===== config.mk =====
export PLATFORM = sky130hd
export DESIGN_NAME = avc_flv_to_annexb_converter
export DESIGN_NICKNAME = d
export VERILOG_FILES = /design/src/rtl/avcflv_pkg.sv /design/src/rtl/avc_flv_to_annexb_converter.sv /design/src/rtl/avcflv_parser.sv /design/src/rtl/avcflv_emitter.sv
export SDC_FILE = /design/constraint.sdc
export NUM_CORES = 1
export LEC_CHECK = 0
export ABC_AREA = 0
export BUFFER_PORTS_ARGS = -buffer_cell sky130_fd_sc_hd__buf_2
export CAP_MARGIN = 20
export CORE_ASPECT_RATIO = 1.75
export CORE_MARGIN = 4
export CORE_UTILIZATION = 35
export CTS_CLUSTER_DIAMETER = 120
export CTS_CLUSTER_SIZE = 24
export DETAILED_ROUTE_END_ITERATION = 12
export PLACE_DENSITY_LB_ADDON = 0.12
export SLEW_MARGIN = 15
export SYNTH_ARGS = -nofsm -noshare
export SYNTH_HDL_FRONTEND = slang
export SYNTH_HIERARCHICAL = 1
export SYNTH_SLANG_ARGS = --single-unit

===== constraint.sdc =====
create_clock -name i_clk -period 3.4 [get_ports i_clk]
set_input_delay 0.68 -clock i_clk [delete_from_list [all_inputs] [get_ports i_clk]]
set_output_delay 0.68 -clock i_clk [all_outputs]
set_load 0.1 [all_outputs]

===== src/rtl/avcflv_pkg.sv =====
// shared types and constants of the flv video to annex b converter
// no dependencies
package avcflv_pkg;

    // decoder configuration packet marker and field layout
    localparam logic [7:0] CFG_MARK    = 8'h17;
    localparam int         COUNT_W     = 5;
    localparam logic [3:0] COUNT_INDEX = 4'd10;
    localparam logic [3:0] NAL_HDR_END = 4'd4;   // last header byte position before lengths
    localparam logic [3:0] NAL_LEN_BYTES = 4'd4;

    // start code 00 00 00 01 is sent as four beats
    localparam int         BEAT_W      = 2;
    localparam logic [BEAT_W-1:0] SC_LAST_BEAT = 2'd3;
    localparam logic [7:0] SC_FINAL_BYTE = 8'h01;

    // one result descriptor: either a start code burst or a single data byte
    typedef struct packed {
        logic       sync_burst;
        logic [7:0] data;
    } t_result;

endpackage


===== src/rtl/avc_flv_to_annexb_converter.sv =====
// FLV video packet body bytes in, H.264 Annex B byte stream out. A byte is
// taken into an input register, parsed in one pass against the packet state
// (decoder configuration with SPS/PPS sets, or 5-byte header plus 32-bit
// length-prefixed NAL units), and its result goes to a result register.
// Ordinary bytes flow at one per cycle while the receiver takes them; a byte
// that ends a length field emits the start code 00 00 00 01 as four output
// transactions, held in the result register by the start code serializer.
// Bytes pass the input register, then the result register. run_last marks the
// final output byte caused by each input byte. No clearing pass after reset.
// depends on avcflv_pkg, avcflv_parser, avcflv_emitter
module avc_flv_to_annexb_converter
    import avcflv_pkg::*;
(
    input  logic       i_clk,
    input  logic       i_rst_n,
    input  logic       i_valid,
    output logic       o_ready,
    input  logic [7:0] i_body_byte,
    input  logic       i_packet_start,
    output logic       o_valid,
    input  logic       i_ready,
    output logic [7:0] o_out_byte,
    output logic       o_run_last
);

    logic    res_valid;
    logic    res_ready;
    t_result res;

    // input register and parser
    avcflv_parser u_parser (
        .i_clk          (i_clk),
        .i_rst_n        (i_rst_n),
        .i_valid        (i_valid),
        .o_ready        (o_ready),
        .i_body_byte    (i_body_byte),
        .i_packet_start (i_packet_start),
        .o_res_valid    (res_valid),
        .i_res_ready    (res_ready),
        .o_res          (res)
    );

    // result register and start code serializer
    avcflv_emitter u_emitter (
        .i_clk       (i_clk),
        .i_rst_n     (i_rst_n),
        .i_res_valid (res_valid),
        .o_res_ready (res_ready),
        .i_res       (res),
        .o_valid     (o_valid),
        .i_ready     (i_ready),
        .o_out_byte  (o_out_byte),
        .o_run_last  (o_run_last)
    );

endmodule


===== src/rtl/avcflv_parser.sv =====
// input register and packet parser: turns each body byte into a result descriptor
// depends on avcflv_pkg
module avcflv_parser
    import avcflv_pkg::*;
(
    input  logic    i_clk,
    input  logic    i_rst_n,
    input  logic    i_valid,
    output logic    o_ready,
    input  logic [7:0] i_body_byte,
    input  logic    i_packet_start,
    output logic    o_res_valid,
    input  logic    i_res_ready,
    output t_result o_res
);

    // parse phase codes
    localparam logic [3:0] PH_IDLE      = 4'd0;
    localparam logic [3:0] PH_FIRST     = 4'd1;
    localparam logic [3:0] PH_CFG_HDR   = 4'd2;
    localparam logic [3:0] PH_SPS_HI    = 4'd3;
    localparam logic [3:0] PH_SPS_LO    = 4'd4;
    localparam logic [3:0] PH_SPS_DATA  = 4'd5;
    localparam logic [3:0] PH_PPS_COUNT = 4'd6;
    localparam logic [3:0] PH_PPS_HI    = 4'd7;
    localparam logic [3:0] PH_PPS_LO    = 4'd8;
    localparam logic [3:0] PH_PPS_DATA  = 4'd9;
    localparam logic [3:0] PH_NAL_HDR   = 4'd10;
    localparam logic [3:0] PH_NAL_LEN   = 4'd11;
    localparam logic [3:0] PH_NAL_DATA  = 4'd12;

    // input register
    logic       r_in_valid;
    logic [7:0] r_in_byte;
    logic       r_in_start;

    // parser state
    logic [3:0]         r_phase, n_phase;
    logic               r_seen, n_seen;
    logic [3:0]         r_pos, n_pos;
    logic [7:0]         r_first, n_first;
    logic [23:0]        r_len, n_len;
    logic [31:0]        r_rem, n_rem;
    logic [COUNT_W-1:0] r_sets, n_sets;

    logic        gen;
    t_result     res;
    logic        advance;
    logic [31:0] full_len;
    logic [15:0] set_len;
    logic [3:0]  pos_inc;
    logic [COUNT_W-1:0] sets_dec;

    assign full_len = {r_len, r_in_byte};
    assign set_len  = {r_len[7:0], r_in_byte};
    assign pos_inc  = r_pos + 4'd1;
    assign sets_dec = r_sets - COUNT_W'(1);

    // next state and result for the held byte
    always_comb begin
        n_phase = r_phase;
        n_seen  = r_seen;
        n_pos   = r_pos;
        n_first = r_first;
        n_len   = r_len;
        n_rem   = r_rem;
        n_sets  = r_sets;
        gen     = 1'b0;
        res.sync_burst = 1'b0;
        res.data       = r_in_byte;
        if (r_in_start) begin
            n_first = r_in_byte;
            n_pos   = 4'd1;
            n_phase = PH_FIRST;
        end else begin
            case (r_phase)
                PH_FIRST: begin
                    n_pos = 4'd2;
                    if (r_first == CFG_MARK && r_in_byte == 8'd0) begin
                        n_seen  = 1'b1;
                        n_phase = PH_CFG_HDR;
                    end else if (r_seen) begin
                        n_phase = PH_NAL_HDR;
                    end else begin
                        n_phase = PH_IDLE;
                    end
                end
                PH_CFG_HDR: begin
                    if (r_pos == COUNT_INDEX) begin
                        n_sets  = r_in_byte[COUNT_W-1:0];
                        n_phase = (r_in_byte[COUNT_W-1:0] != '0) ? PH_SPS_HI : PH_PPS_COUNT;
                    end else begin
                        n_pos = pos_inc;
                    end
                end
                PH_SPS_HI, PH_PPS_HI: begin
                    n_len   = {16'd0, r_in_byte};
                    n_phase = r_phase + 4'd1;
                end
                PH_SPS_LO, PH_PPS_LO: begin
                    n_rem          = {16'd0, set_len};
                    gen            = 1'b1;
                    res.sync_burst = 1'b1;
                    if (set_len != 16'd0) begin
                        n_phase = r_phase + 4'd1;
                    end else begin
                        n_sets = sets_dec;
                        if (r_phase == PH_SPS_LO) begin
                            n_phase = (sets_dec != '0) ? PH_SPS_HI : PH_PPS_COUNT;
                        end else begin
                            n_phase = (sets_dec != '0) ? PH_PPS_HI : PH_IDLE;
                        end
                    end
                end
                PH_SPS_DATA, PH_PPS_DATA: begin
                    gen   = 1'b1;
                    n_rem = r_rem - 32'd1;
                    if (r_rem == 32'd1) begin
                        n_sets = sets_dec;
                        if (r_phase == PH_SPS_DATA) begin
                            n_phase = (sets_dec != '0) ? PH_SPS_HI : PH_PPS_COUNT;
                        end else begin
                            n_phase = (sets_dec != '0) ? PH_PPS_HI : PH_IDLE;
                        end
                    end
                end
                PH_PPS_COUNT: begin
                    n_sets  = r_in_byte[COUNT_W-1:0];
                    n_phase = (r_in_byte[COUNT_W-1:0] != '0) ? PH_PPS_HI : PH_IDLE;
                end
                PH_NAL_HDR: begin
                    if (r_pos >= NAL_HDR_END) begin
                        n_phase = PH_NAL_LEN;
                        n_pos   = 4'd0;
                        n_len   = 24'd0;
                    end else begin
                        n_pos = pos_inc;
                    end
                end
                PH_NAL_LEN: begin
                    if (pos_inc >= NAL_LEN_BYTES) begin
                        n_rem          = full_len;
                        gen            = 1'b1;
                        res.sync_burst = 1'b1;
                        n_pos          = 4'd0;
                        n_len          = 24'd0;
                        n_phase        = (full_len != 32'd0) ? PH_NAL_DATA : PH_NAL_LEN;
                    end else begin
                        n_pos = pos_inc;
                        n_len = full_len[23:0];
                    end
                end
                PH_NAL_DATA: begin
                    gen   = 1'b1;
                    n_rem = r_rem - 32'd1;
                    if (r_rem == 32'd1) begin
                        n_phase = PH_NAL_LEN;
                        n_pos   = 4'd0;
                        n_len   = 24'd0;
                    end
                end
                default: begin
                    n_phase = PH_IDLE;
                end
            endcase
        end
    end

    // held byte moves on when it makes no result or the result register takes it
    assign advance     = r_in_valid && (!gen || i_res_ready);
    assign o_ready     = !r_in_valid || advance;
    assign o_res_valid = r_in_valid && gen;
    assign o_res       = res;

    // input register
    always_ff @(posedge i_clk) begin
        if (!i_rst_n) begin
            r_in_valid <= 1'b0;
        end else if (o_ready) begin
            r_in_valid <= i_valid;
        end
    end

    always_ff @(posedge i_clk) begin
        if (o_ready && i_valid) begin
            r_in_byte  <= i_body_byte;
            r_in_start <= i_packet_start;
        end
    end

    // parser state update
    always_ff @(posedge i_clk) begin
        if (!i_rst_n) begin
            r_phase <= PH_IDLE;
            r_seen  <= 1'b0;
            r_pos   <= 4'd0;
            r_first <= 8'd0;
            r_len   <= 24'd0;
            r_rem   <= 32'd0;
            r_sets  <= '0;
        end else if (advance) begin
            r_phase <= n_phase;
            r_seen  <= n_seen;
            r_pos   <= n_pos;
            r_first <= n_first;
            r_len   <= n_len;
            r_rem   <= n_rem;
            r_sets  <= n_sets;
        end
    end

endmodule


===== src/rtl/avcflv_emitter.sv =====
// result register and start code serializer
// depends on avcflv_pkg
module avcflv_emitter
    import avcflv_pkg::*;
(
    input  logic       i_clk,
    input  logic       i_rst_n,
    input  logic       i_res_valid,
    output logic       o_res_ready,
    input  t_result    i_res,
    output logic       o_valid,
    input  logic       i_ready,
    output logic [7:0] o_out_byte,
    output logic       o_run_last
);

    logic              r_valid;
    t_result           r_res;
    logic [BEAT_W-1:0] r_beat;
    logic              beat_last;
    logic              fire;
    logic              done;

    // a start code runs four beats, a data byte one
    assign beat_last   = !r_res.sync_burst || (r_beat == SC_LAST_BEAT);
    assign fire        = r_valid && i_ready;
    assign done        = fire && beat_last;
    assign o_res_ready = !r_valid || done;

    // output byte selection
    assign o_valid    = r_valid;
    assign o_run_last = beat_last;
    assign o_out_byte = r_res.sync_burst ? ((r_beat == SC_LAST_BEAT) ? SC_FINAL_BYTE : 8'd0)
                                         : r_res.data;

    // result register and beat counter
    always_ff @(posedge i_clk) begin
        if (!i_rst_n) begin
            r_valid <= 1'b0;
            r_beat  <= '0;
        end else if (o_res_ready) begin
            r_valid <= i_res_valid;
            r_beat  <= '0;
        end else if (fire) begin
            r_beat <= r_beat + BEAT_W'(1);
        end
    end

    always_ff @(posedge i_clk) begin
        if (o_res_ready && i_res_valid) begin
            r_res <= i_res;
        end
    end

endmodule


* Yosys cells after proc, flatten, opt, wreduce, memory -nomap -nowiden
Cells that the tools add are included.
** Storage, ports and cells
- Memories kept :: 0
- Bits of input ports :: 13
- Bits in registers :: 100
- Bits in writable memories :: 0
- Logic and storage cells :: 127
- Output and inout port bits :: 11
- ROM bits :: 0
- Latch bits :: 0
** Cells by class
- Muxes and demuxes :: 39
- Shift-type cells :: 0
- Add/sub/neg operators :: 5
- Div/mod/pow operators :: 0
- Bitwise gates (word level) :: 2
- $mul :: 0
- Reduce and logical (&&, ||, !) cells :: 37
- Equal/unequal tests :: 28
- Order comparisons :: 2
** Operator list (count)
- $pmux W24 S4 :: 1
- $pmux W32 S3 :: 1
- $mux W24 :: 3
- $mux W4 :: 16
- $pmux W4 S9 :: 1
- $eq A32 B1 Y1 const B :: 1
- $mux W32 :: 1
- $reduce_bool A32 Y1 :: 1
- $sub A32 B1 Y32 const B :: 1
- $eq A4 B4 Y1 const B :: 6
- $pmux W4 S5 :: 1
- $pmux W5 S4 :: 1
- $eq A4 B3 Y1 const B :: 4
- $reduce_bool A16 Y1 :: 1
- $mux W3 :: 5
- $mux W5 :: 3
- $ne A3 B1 Y1 const B :: 5
- $reduce_and A4 Y1 :: 3
- $reduce_and A6 Y1 :: 2
- $ne A2 B1 Y1 const B :: 5
- $reduce_bool A5 Y1 :: 2
- $add A4 B1 Y4 const B :: 2
- $eq A4 B2 Y1 const B :: 2
- $eq A8 B5 Y1 const B :: 1
- other kinds (23) :: 44

* Longest topological paths before layout
- Depth after elaboration :: 10
- Depth in mapped cells :: 11
- Depth with buffers taken out :: 10

* Modules after synthesis
The synthesis kept the hierarchy.
** By module, submodules not included
- avcflv_parser :: area each 5333.9 um^2, cells each 686, instances 1, seq. area each 1851.8 um^2
- avcflv_emitter :: area each 486.7 um^2, cells each 35, instances 1, seq. area each 330.3 um^2

* Least setup slack after synthesis
No wires, ideal clock.
- Path type :: reg2out
- Start point :: reg u_emitter.r_valid (netlist: u_emitter/o_valid)
- End point :: out o_ready
- Slack :: 439 ps
- Buffers on the path :: 0
- Arrival :: 2281 ps
- Required time :: 2720 ps
- Stages on the path, launching flop included :: 4
- Cell sequence :: dfxtp_1 > o21ai_0 > a21oi_1 > nand2_1
** On the way
- Cells in the longest elaborated chain, start to end :: 6
- Elaborated cells on any way between the ends :: 7
- Those cells by class :: reduce/logical (7)
** RTL lines
- start, declared :: RTL line avcflv_emitter.sv:17 : logic r_valid;
- start signal, assigned :: RTL line avcflv_emitter.sv:42 : r_valid <= i_res_valid;
- $logic_and A1 B1 Y1 :: RTL line avcflv_emitter.sv:26 : assign fire = r_valid && i_ready;
- $logic_and A1 B1 Y1 :: RTL line avcflv_emitter.sv:27 : assign done = fire && beat_last;
- $logic_or A1 B1 Y1 * :: RTL line avcflv_emitter.sv:28 : assign o_res_ready = !r_valid || done;
- named net res_ready :: RTL line avc_flv_to_annexb_converter.sv:27 : logic res_ready;
- $logic_or A1 B1 Y1 * :: RTL line avcflv_parser.sv:170 : assign advance = r_in_valid && (!gen || i_res_ready);
- $logic_and A1 B1 Y1 * :: RTL line avcflv_parser.sv:170
- $logic_or A1 B1 Y1 * :: RTL line avcflv_parser.sv:171 : assign o_ready = !r_in_valid || advance;
- end, declared :: RTL line avc_flv_to_annexb_converter.sv:17 : output logic o_ready,
The timed path passes the listed nets; every way through them passes the cells marked *.

* Worst setup path in the final report
- Start point :: reg u_parser.r_pos[1]
- End point :: out o_ready
** On the way
- Cells in the longest elaborated chain, start to end :: 9
** RTL lines
- start, declared :: RTL line avcflv_parser.sv:40 : logic [3:0] r_pos, n_pos;
- start signal, assigned :: RTL line avcflv_parser.sv:204 : r_pos <= n_pos;
- $add A4 B1 Y4 :: RTL line avcflv_parser.sv:56 : assign pos_inc = r_pos + 4'd1;
- $ge A4 B3 Y1 :: RTL line avcflv_parser.sv:141 : if (pos_inc >= NAL_LEN_BYTES) begin
- $mux W1 :: RTL line avcflv_parser.sv:141
- $pmux W1 S2 :: RTL line avcflv_parser.sv:76 : case (r_phase)
- $mux W1 :: RTL line avcflv_parser.sv:71 : if (r_in_start) begin
- $logic_not A1 Y1 :: RTL line avcflv_parser.sv:170
- $logic_or A1 B1 Y1 :: RTL line avcflv_parser.sv:170
- $logic_and A1 B1 Y1 :: RTL line avcflv_parser.sv:170
- $logic_or A1 B1 Y1 :: RTL line avcflv_parser.sv:171
Every way passes these cells.

==> flow_summary.json <==
{
  "synth_top_area_cell": "dfxtp_1",
  "vias": 5680,
  "ctsHtreeMaxLevel": 3,
  "grt_pass1_wl_um": 30400,
  "dr.pass1.iters": 6,
  "multi_input_area_um2": 3370,
  "synth_top_family_by_area": "compound AO/OA/AOI/OAI gates",
  "rsz0062_at_grt": "no",
  "fin_util_pct": 40.2,
  "postSynthCellCount": 721,
  "grt-ovfl-total": 0,
  "numPortBuffers": 23,
  "regArea_um2": 2180,
  "synth_common_cells": "91 x a21oi_1, 87 x nand2_1, 82 x dfxtp_1",
  "synthesis.area_um2": 5820,
  "rr_worst_depth": 5,
  "cap_violations": 0,
  "postCtsHoldBufs": 0,
  "startpoint_type": "flop",
  "ys.flop_type": "dfxtp_1",
  "fillerInstances": 1711,
  "synthXorXnorAreaFrac_pct": 1.05,
  "drc": 0,
  "post_dp_cell_area_um2": 6260,
  "viasPerCell": 5.89,
  "synth_area_leaders": "dfxtp_1 28%, edfxtp_1 9.3%, a21oi_1 7.8%",
  "antenna_found_initial": 0,
  "synth_most_common_cell": "a21oi_1",
  "grtUsageTotal_pct": 20.6,
  "clk_path_buf_depth": 2,
  "synth-seq-cells": 100,
  "vdd_drop_max_mv": 0.220,
  "core_area_um2": 16400,
  "slew_viol_final": 0,
  "start_util_pct": 35.6,
  "syn_area_per_cell_um2": 8.07,
  "post-dp-hpwl_um": 13900,
  "crit_type": "reg -> out",
  "ctsResizeCount": 0,
  "clkSlewWorstSetupHoldPaths_ps": 80,
  "yosysUniqueCellTypes": 74,
  "io_pins": 24,
  "synth_compound_gate_area_share_pct": 28.2,
  "gp_congestion": 0.933,
  "cp_max_fo": 5,
  "cp.arrival_ps": 2450,
  "synth-edff-count": 18,
  "timing.final.crit_share_pct": 92.1,
  "drt-initial-drc-count": 505,
  "async_flop_share_pct": 0,
  "fin_crit_ps": 3130,
  "min_path_cells": 2,
  "holdWs_ps": 455,
  "ant_nets": 0,
  "cp-end-kind": "output pin",
  "required_ps": 2720,
  "drive_gt1_share_pct": 13.8,
  "fp.dieW_um": 105,
  "wire_per_inst_um": 19.9,
  "finalInstanceArea_um2": 6570,
  "power.leakage_nw": 2.23,
  "muxShareOfSynthArea_pct": 1.59,
  "syn_nets": 747,
  "synth_warnings": 6,
  "cts_root_buffer": "clkbuf_16",
  "die_h_um": 179,
  "dieArea_um2": 18800,
  "grt_pass1_vias": 5491,
  "syn2layout_area_growth_pct": 12.9,
  "status": "finished clean",
  "slew-limit-headroom_pct": 27.1,
  "rows": 62,
  "fmax_mhz": 319,
  "cts_buffers": 9,
  "cts_tree": "built",
  "hold_violations": 0,
  "diodes": 0,
  "synthSimpleGateAreaFrac_pct": 23.9,
  "tns_ps": 0,
  "worst_pin_slew_ps": 1070,
  "setup_viol": 0,
  "drt-total-wl_um": 19200,
  "synth_top_area_share_pct": 28.2,
  "cts_setup_buffers": 0,
  "grt_max_degree": 73,
  "finalClockSkew_ps": 11.5,
  "cts_sinks": 100,
  "power_density_nw_per_um2": 371,
  "ys_seq_area_share_pct": 37.5,
  "nets": 762,
  "synth_fa_ha_area_share_pct": 2.79,
  "clock_latency_ps": 360,
  "hold_class": "reg -> reg"
}
==> metrics by stage <==
step	power, W	setup WS (ps)	instances
final	0.00244	269	965
after CTS	0.00247	275	965
after global routing	0.00253	87.8	965
after detailed placement	0.00138	607	949
after global placement	0.00138	681	949
after floorplan	0.00133	439	721
==> worst max-delay path: stages, from the launching register on <==
cell and delay [ps]:
dfxtp_1 410, ha_1 260, and2_1 140, a21oi_1 120, o211ai_1 430, a21oi_1 190
nand2_1 120, buf_2 430
==> path summary, 6_finish.rpt <==
path                                       startpoint                   to  slack [ps]
worst max-delay path                u_parser/r_pos[1]              o_ready         270
worst min-delay path              u_parser/r_first[3]  u_parser/r_first[3]         460
worst max register to register  u_parser/r_in_byte[0]   u_parser/r_sets[0]         630
worst min register to register    u_parser/r_first[3]  u_parser/r_first[3]         460
==> layer usage <==
layer / vias up / routed length, um / global-route usage [%]
li1: 2726 / - / -
met1: 2783 / 7500 / 23.1
met2: 135 / 10400 / 38.4
met3: 36 / 589 / 2.79
met4: 0 / 673 / 8.87
met5: - / 0 / 0
==> power breakdown <==
part | total [W] | internal [W] | switching (W) | leakage (nW)
Combinational | 0.000108 | 0.0000359 | 0.0000719 | 1.25
Sequential | 0.00125 | 0.00122 | 0.0000265 | 0.828
Clock | 0.00108 | 0.000535 | 0.000547 | 0.153
==> cell usage in the layout, fill, tap and decap left out, drive strengths merged, types with 8 or more instances in the layout <==
| master | synthesis | routed |
|---|---|---|
| and2b | 8 | 8 |
| buf | 8 | 54 |
| clkbuf | 42 | 9 |
| inv | 22 | 26 |
| dfxtp | 82 | 82 |
| nand4 | 26 | 26 |
| edfxtp | 18 | 18 |
| or4 | 9 | 9 |
| nor4 | 15 | 15 |
| nor2 | 44 | 44 |
| a21oi | 91 | 91 |
| nand2 | 87 | 87 |
| a31oi | 9 | 9 |
| nor3 | 21 | 21 |
| ha | 13 | 13 |
| o21ai | 63 | 63 |
| nand2b | 9 | 9 |
| a22o | 13 | 13 |
| o31ai | 10 | 10 |
==> cell type report <==
class | count | share of cell area (%)
Multi-Input combinational cell | 549 | 51.2
Timing Repair Buffer | 54 | 5.29
Clock inverter | 7 | 1.35
Tap cell | 224 | 4.26
Inverter | 22 | 1.26
Clock buffer | 9 | 3.43
Sequential cell | 100 | 33.2
==> flip-flops by register name (all words and copies together) (netlist names), 2 cells and up <==
name	count
u_emitter/r_beat	2
u_emitter/r_res	9
u_parser/r_first	8
u_parser/r_in_byte	8
u_parser/r_len	24
u_parser/r_phase	4
u_parser/r_pos	4
u_parser/r_rem	32
u_parser/r_sets	5
==> cell families after synthesis <==
family / count (synthesis)
multiplexers: 9
AO/OA/AOI/OAI: 261
flip-flops: 100
XOR/XNOR: 7
AND/OR/NAND/NOR: 259
adder cells (fa/ha/maj): 13
buffers and inverters: 72
Power figures use the tool's default switching activity.
